## src/rtl/crm_pkg.sv

```systemverilog
package crm_pkg;

    localparam int DATA_W       = 16;
    localparam int FRAC_BITS    = 8;
    localparam int PROD_W       = 2 * DATA_W;
    // 63 channels x 9 taps of full-scale products plus the bias stay below 2^40
    localparam int ACC_W        = 41;
    localparam int FMAP_DEPTH   = 32768;
    localparam int FMAP_AW      = 15;
    localparam int WEIGHT_DEPTH = 32768;
    localparam int WEIGHT_AW    = 15;
    localparam int BIAS_DEPTH   = 64;
    localparam int BIAS_AW      = 6;
    localparam int FADDR_W      = 23;
    localparam int WADDR_W      = 16;
    localparam int OUT_W        = 15;
    localparam logic [OUT_W-1:0] OUT_MAX = 15'h7fff;

    localparam logic [1:0] ACT_PIXEL   = 2'd0;
    localparam logic [1:0] ACT_WEIGHT  = 2'd1;
    localparam logic [1:0] ACT_BIAS    = 2'd2;
    localparam logic [1:0] ACT_COMPUTE = 2'd3;

    localparam logic [1:0] REG_MAP_WIDTH   = 2'd0;
    localparam logic [1:0] REG_IN_CHANNELS = 2'd1;
    localparam logic [1:0] REG_OUT_CHANNELS = 2'd2;
    localparam logic [1:0] REG_PIXEL_MAJOR = 2'd3;

    typedef struct packed {
        logic       accept;
        logic       check;
        logic       pos_init;
        logic       mac_step;
        logic       bias_add;
        logic       out_load;
        logic [1:0] pos;
    } crm_cmd_t;

    typedef struct packed {
        logic bad;
        logic icc_zero;
        logic tap_last;
        logic pipe_busy;
    } crm_status_t;

endpackage

```

## src/rtl/crm_ctrl.sv

```systemverilog
module crm_ctrl
    import crm_pkg::*;
(
    input  logic        clk,
    input  logic        rst_n,
    input  logic        in_valid,
    input  logic [1:0]  in_action,
    output logic        in_ready,
    output logic        out_valid,
    input  logic        out_ready,
    input  crm_status_t status,
    output crm_cmd_t    cmd
);

    typedef enum logic [2:0] {
        ST_IDLE,
        ST_CHECK,
        ST_POS,
        ST_MAC,
        ST_DRAIN,
        ST_BIAS,
        ST_FINISH
    } state_t;

    state_t     state_reg, state_next;
    logic [1:0] pos_reg, pos_next;
    logic       out_valid_reg, out_valid_next;
    logic       accept;
    logic       load_out;

    assign in_ready  = (state_reg == ST_IDLE);
    assign out_valid = out_valid_reg;
    assign accept    = in_valid && in_ready;
    assign load_out  = (state_reg == ST_FINISH) && (!out_valid_reg || out_ready);

    always_comb
    begin
        cmd          = '0;
        cmd.accept   = accept;
        cmd.pos      = pos_reg;
        cmd.out_load = load_out;
        state_next   = state_reg;
        pos_next     = pos_reg;
        case (state_reg)
            ST_IDLE:
            begin
                pos_next = 2'd0;
                if (accept && in_action == ACT_COMPUTE)
                begin
                    state_next = ST_CHECK;
                end
            end
            ST_CHECK:
            begin
                cmd.check  = 1'b1;
                state_next = status.bad ? ST_FINISH : ST_POS;
            end
            ST_POS:
            begin
                cmd.pos_init = 1'b1;
                state_next   = status.icc_zero ? ST_BIAS : ST_MAC;
            end
            ST_MAC:
            begin
                cmd.mac_step = 1'b1;
                if (status.tap_last)
                begin
                    state_next = ST_DRAIN;
                end
            end
            ST_DRAIN:
            begin
                if (!status.pipe_busy)
                begin
                    state_next = ST_BIAS;
                end
            end
            ST_BIAS:
            begin
                cmd.bias_add = 1'b1;
                pos_next     = pos_reg + 2'd1;
                state_next   = (pos_reg == 2'd3) ? ST_FINISH : ST_POS;
            end
            ST_FINISH:
            begin
                if (load_out)
                begin
                    state_next = ST_IDLE;
                end
            end
            default:
            begin
                state_next = ST_IDLE;
            end
        endcase
    end

    always_comb
    begin
        if (load_out)
        begin
            out_valid_next = 1'b1;
        end
        else if (out_ready)
        begin
            out_valid_next = 1'b0;
        end
        else
        begin
            out_valid_next = out_valid_reg;
        end
    end

    always_ff @(posedge clk or negedge rst_n)
    begin
        if (!rst_n)
        begin
            state_reg     <= ST_IDLE;
            pos_reg       <= 2'd0;
            out_valid_reg <= 1'b0;
        end
        else
        begin
            state_reg     <= state_next;
            pos_reg       <= pos_next;
            out_valid_reg <= out_valid_next;
        end
    end

endmodule

```

## config.mk

```make
export PLATFORM = sky130hd
export DESIGN_NAME = crm_ctrl
export DESIGN_NICKNAME = d
export VERILOG_FILES = /design/src/rtl/crm_pkg.sv /design/src/rtl/crm_ctrl.sv
export SDC_FILE = /design/constraint.sdc
export NUM_CORES = 1
export LEC_CHECK = 0
export ABC_CLOCK_PERIOD_IN_PS = 1200
export BUFFER_PORTS_ARGS = -buffer_cell sky130_fd_sc_hd__clkbuf_2
export CAP_MARGIN = 0
export CORE_MARGIN = 1.5
export CORE_UTILIZATION = 32
export DETAILED_ROUTE_END_ITERATION = 10
export GPL_TIMING_DRIVEN = 0
export HOLD_SLACK_MARGIN = 0.1
export PLACE_DENSITY_LB_ADDON = 0.25
export SYNTH_ARGS = -nofsm -noshare
export SYNTH_HDL_FRONTEND = slang
export SYNTH_SLANG_ARGS = --single-unit
```

## constraint.sdc

```tcl
create_clock -name clk -period 1.2 [get_ports clk]
set_clock_uncertainty 0.05 [all_clocks]
set_input_delay 0.12 -clock clk [delete_from_list [all_inputs] [get_ports clk]]
set_output_delay 0.12 -clock clk [all_outputs]
set_load 0.02 [all_outputs]
```

==> impl_metrics.yaml, run 1 <==
run_status:
  status: "finished, violations left"
  failed_checks: "setup timing"
setup_path:
  crit_path_max_delay_cell_type: "dfrtp_1"
  path_cells: "buf_6 -> nor3_4 -> and2_4 -> buf_8"
  crit_path_max_incr_delay_ps: 380
  worstPathMaxFanout: 7
  path_class: "flip-flop to output port"
  crit_buf_inv: 2
  required_ps: 1030
  end_kind: "output port"
  crit_family: "flip-flops"
  data_arrival_time_at_the_worst_slack_endpoint_ps: 1230
  worst_setup_path_start_kind: "flip-flop"
floorplan:
  die_area_um2: 1536
  die-width_um: 39.19
  row_count: 12
  die_y_um: 39.19
  starting_density_of_the_core_pct: 36.26
  core_area_um2: 1156
  io_pins: 20
place:
  port_buffer_cells: 19
  routabilityCongestion: 0.7029
  dp.final_hpwl_um: 620.4
  placed_cell_area_um2: 531.8
finish:
  area_growth_pct: 80.60
  fin_area_um2: 757.0
  insertedDiodeCount: 0
  number_of_flip_flops_in_the_largest_register: 3
  final_core_util_pct: 65.48
  nNetsFinal: 87
  share_of_post_route_cells_with_drive_strength_above_1_pct: 62.16
sta:
  max-slew-margin-rel_pct: 83.02
  tightest_slew_ps: 253.1
  final.min_clock_period_ps: 1397
  setup_slack_ps: -197.2
  hold_viol: 0
  setup_viol_count_final: 11
  timing.fmax_mhz: 715.7
  hold-worst-slack_ps: 146.8
  grt_setup_unrepaired: "true"
  period_share_pct: 116.4
  report.final.slew_viol_count: 0
synthesis:
  yosysMostFrequentCell: "dfrtp_1"
  synthArstFlopShare_pct: 100.0
  postSynthNetCount: 54
  netlist.area_leader.share_pct: 35.82
  cell_area_after_synthesis_um2: 419.2
  synth_seq_cells: 6
  syn_area_per_cell_um2: 9.748
  number_of_enable_type_register_cells_in_the_synthesized_netlist: 0
  synthFlopType: "dfrtp_1"
  yosysWarnings: 0
  synth.cells.most_frequent: "dfrtp_1, nand2b_1, nor2_1"
  yosysUniqueCellTypes: 25
  synthTopCellsByArea: "dfrtp_1, nand2b_1, buf_4"
  cell_count_after_synthesis: 43
  sequential_cell_area_fraction_in_the_yosys_report_pct: 35.82
  synth_largest_area_cell: "dfrtp_1"
clocking:
  clockRootBuffer: "clkbuf_4"
  clkTransAtPathRegs_ps: 50
  ctsHtreeMaxLevel: 1
  tritoncts_sink_count: 6
  tritoncts: "yes"
  numCtsBuffers: 3
  clock_latency_at_the_later_pin_of_the_worst_skew_pair_ps: 240
  max-clock-path-buffers: 2
hold_path:
  hold_path.class: "input pin to flip-flop"
route:
  wire_per_inst_um: 11.43
  detail_route.first_pass.iterations: 4
  detail_route.wirelength_um: 1006
  viasPerCell: 4.830
  detailroute.via_count: 425
  route.antenna.remaining_nets: 0
  detailedRoute.firstIterationViolations: 11
  drc_errors: 0
grt:
  number_of_global_route_vias_before_repair: 358
  grt_start_max_net_pins: 11
  grt_pass1_wl_um: 1393
  global_route_total_overflow: 0
  grt_use_total_pct: 14.23
  antenna_found_initial: 0
run:
  maxCapViolCount: 0
pwr:
  power_density_nw_per_um2: 2805
  static-leakage-power_nw: 0.3738
  power.ir.vdd_worst_uv: 1192
## path summary, 6_finish.rpt
path	startpoint	slack, ps	depth (start not counted)	to
worst max register to register	state_reg[2]	-100	5	pos_reg[0]
worst min-delay path	out_ready	150	3	out_valid
max in group asynchronous	rst_n	760	2	state_reg[2]
min in group asynchronous	rst_n	180	2	state_reg[1]
worst max-delay path	state_reg[1]	-200	4	cmd[7]
worst min register to register	out_valid	490	2	out_valid
## layer usage
layer | vias up | wire, µm | GRT usage [%]
met5 | - | 0 | 0
met4 | 0 | 0 | 10.34
met3 | 0 | 45 | 1.734
met2 | 10 | 507 | 23.33
met1 | 199 | 453 | 16.79
li1 | 216 | - | -
## placed cells by master (no fill, tap or decap), types with 2 or more instances in the layout
cell and n:
a211oi_1 2, buf_4 4, buf_6 11, buf_8 3, clkbuf_2 12, clkbuf_4 3, dfrtp_1 5, dlygate4sd3_1 2
inv_1 2, nand2_1 2, nand2b_1 3, nor2_4 3
## area by class of cell
class / instances / area (µm²)
multi-input cells: 30 / 265.3
well taps: 14 / 17.52
inverters: 2 / 7.507
repair buffers: 30 / 259.0
clock buffers: 3 / 22.52
flip-flops and latches: 6 / 151.4
plain buffers: 3 / 33.78
fillers: 104 / 399.1
## cell families (layout without fill, tap and decap cells)
| kind of cell | after synthesis | count (layout) | synth area share [%] |
|---|---|---|---|
| flops | 6 | 6 | 35.82 |
| mux | 1 | 1 | 3.581 |
| buf+inv | 7 | 38 | 12.54 |
| fa+ha+maj | 1 | 1 | 2.985 |
| compound gates | 8 | 8 | 14.33 |
| simple gates | 20 | 20 | 30.75 |
## report_power, final
| group | switching, mW | total (mW) | internal [mW] |
|---|---|---|---|
| combinational | 0.709 | 1.56 | 0.855 |
| clock | 0.0684 | 0.181 | 0.113 |
| sequential | 0.0773 | 0.378 | 0.301 |
## metrics by stage
| stage | setup WS (ps) | power (mW) | TNS, ps | std cells |
|---|---|---|---|---|
| global placement | -113.0 | 1.335 | -182.8 | 76 |
| global route | -253.6 | 2.270 | -1936 | 88 |
| CTS | -225.4 | 1.787 | -1389 | 84 |
| detailed placement | -108.9 | 1.336 | -168.4 | 76 |
| floorplan | -89.47 | 1.109 | -159.5 | 43 |
| finish | -197.2 | 2.123 | -1416 | 88 |
## worst reg2reg max path: stages, from the launching register on
cell	delay, ps
dfrtp_2	400
buf_6	110
and3b_2	230
buf_6	110
nor2_4	30
mux2_4	250
## what timing repair did
action / in CTS / in global routing
gates resized for setup: 14 / 25
buffers inserted: 5 / 4
pin swaps: 6 / 5
endpoints found under the setup margin: 8 / 10
hold buffers: 2 / 0
hold endpoints to repair: 7 / 0
(Power assumes the default switching activity.)
==> run 2: changes to the inputs <==
--- a/config.mk
+++ b/config.mk
@@ -8,9 +8,9 @@
 export ABC_CLOCK_PERIOD_IN_PS = 1200
 export BUFFER_PORTS_ARGS = -buffer_cell sky130_fd_sc_hd__clkbuf_2
 export CAP_MARGIN = 0
-export CORE_MARGIN = 1.5
-export CORE_UTILIZATION = 32
+export CORE_AREA = 2 2 39 41
 export DETAILED_ROUTE_END_ITERATION = 10
+export DIE_AREA = 0 0 41 43
 export GPL_TIMING_DRIVEN = 0
 export HOLD_SLACK_MARGIN = 0.1
 export PLACE_DENSITY_LB_ADDON = 0.25
==> run 2 against run 1 <==
Effect of this change: the flow still finishes with violations (setup timing); via count up 2.1%; setup slack worse by 51 ps; final cell count rose by 2.3%; clock-buffer cell count unchanged; cell area decreased by 1.8%; routed wire length increased by 6.4%; die area grew 15%; utilization fell by 12 points; highest routed layer is now met4.
==> impl_metrics.yaml, run 2 (synthesis results as in run 1) <==
finish:
  mostFrequentLayoutCell: "clkbuf_2"
  share_of_post_route_cells_with_drive_strength_above_1_pct: 62.16
  number_of_flip_flops_in_the_largest_register: 3
  nNetsFinal: 87
  final_core_util_pct: 53.71
  fin_area_um2: 743.2
  area_growth_pct: 77.31
  insertedDiodeCount: 0
  layout.cells.most_common_list: "clkbuf_2, buf_6, buf_4"
setup_path:
  end_kind: "output port"
  path_class: "flip-flop to output port"
  required_ps: 1030
  worstPathMaxFanout: 6
  data_arrival_time_at_the_worst_slack_endpoint_ps: 1280
  worst_setup_path_start_kind: "flip-flop"
route:
  drc_errors: 0
  viasPerCell: 4.822
  detail_route.wirelength_um: 1070
  detail_route.first_pass.iterations: 4
  route.antenna.remaining_nets: 0
  detailroute.via_count: 434
  detailedRoute.firstIterationViolations: 3
  wire_per_inst_um: 11.89
floorplan:
  starting_density_of_the_core_pct: 30.29
  row_count: 14
  die-width_um: 41
  core_area_um2: 1384
  die_y_um: 43
  die_area_um2: 1763
  io_pins: 20
grt:
  grt_start_max_net_pins: 11
  number_of_global_route_vias_before_repair: 373
  grt_use_total_pct: 13.95
  antenna_found_initial: 0
  grt_pass1_wl_um: 1614
  global_route_total_overflow: 0
clocking:
  tritoncts: "yes"
  clock_latency_at_the_later_pin_of_the_worst_skew_pair_ps: 240
  clockRootBuffer: "clkbuf_4"
  numCtsBuffers: 3
  tritoncts_sink_count: 6
  ctsHtreeMaxLevel: 1
  max-clock-path-buffers: 2
  clkTransAtPathRegs_ps: 40
pwr:
  p_sw_share_pct: 40.23
  power_density_nw_per_um2: 2792
  static-leakage-power_nw: 0.3757
  seq_power_share_pct: 18.3
  power.share.combinational_pct: 73.1
  power.ir.vdd_worst_uv: 1224
  net-switching-power_mw: 0.8347
  clock_power_share_pct: 8.5
  cell_internal_pwr_mw: 1.240
run:
  maxCapViolCount: 0
sta:
  report.final.slew_viol_count: 0
  final.min_clock_period_ps: 1448
  period_share_pct: 120.7
  grt_setup_unrepaired: "true"
  max-slew-margin-rel_pct: 82.70
  hold_viol: 0
  tightest_slew_ps: 257.9
  setup_slack_ps: -247.8
  hold-worst-slack_ps: 163.6
  setup_viol_count_final: 12
  timing.fmax_mhz: 690.7
run_status:
  failed_checks: "setup timing"
  status: "finished, violations left"
place:
  dp.final_hpwl_um: 712
  port_buffer_cells: 19
  placed_cell_area_um2: 534.3
  routabilityCongestion: 0.7039
hold_path:
  hold_path.class: "input pin to flip-flop"
==> run 2: changes by cell type in the layout (fill, tap and decap cells not counted), sizes merged <==
cell / delta
buf: -1
clkbuf: +1
==> run 2: cell type report <==
cell class | count | area, µm²
sequential | 6 | 150.1
timing repair buffer | 30 | 242.7
fill | 129 | 640.6
inverter | 2 | 7.507
buffer | 3 | 33.78
clock buffer | 3 | 22.52
tap | 16 | 20.02
multi-input combinational | 30 | 266.5
==> run 2: final timing paths <==
path	start	to	slack [ps]	depth (start not counted)
worst max-delay path	state_reg[0]	cmd[6]	-250	6
max in group asynchronous	rst_n	out_valid	750	2
worst min register to register	pos_reg[1]	pos_reg[1]	480	1
min in group asynchronous	rst_n	state_reg[0]	190	2
worst min-delay path	out_ready	out_valid	160	3
worst max register to register	state_reg[0]	state_reg[0]	-190	5
==> run 2: critical path: stages (launching register included) <==
cell and delay, ps:
dfrtp_1 390, buf_6 140, buf_4 130, buf_6 130, nand2b_4 60, nor2_1 40
buf_4 150
==> run 2: routing by layer <==
layer / GRT usage (%) / wire [µm] / up-vias
met5: 0 / 0 / -
met4: 6.000 / 7 / 0
met3: 6.283 / 47 / 2
met2: 19.38 / 550 / 12
met1: 18.09 / 464 / 203
li1: - / - / 217
==> run 2: what timing repair did <==
action                                 CTS  global route
gates resized for setup                 12            20
hold buffers                             2             0
pin swaps                                5             9
buffers inserted                         4             5
setup endpoints to repair                9            12
endpoints found under the hold margin    7             0
==> run 2: through the flow <==
step	TNS [ps]	setup slack (ps)	power, mW	std cells
floorplan	-159.5	-89.47	1.109	43
global placement	-227.3	-119.5	1.336	78
detailed placement	-302.1	-130.8	1.357	78
CTS	-1589	-268.1	1.759	85
global route	-2785	-330.5	2.218	90
finish	-2091	-247.8	2.075	90
==> run 2: power by group through the flow <==
stage	sequential [mW]	combinational [mW]	clock (mW)
6_report	0.380	1.52	0.177
5_1_grt	0.392	1.62	0.205
4_1_cts	0.381	1.19	0.190
3_5_place_dp	0.392	0.965	0
3_3_place_gp	0.387	0.949	0
2_1_floorplan	0.418	0.691	0
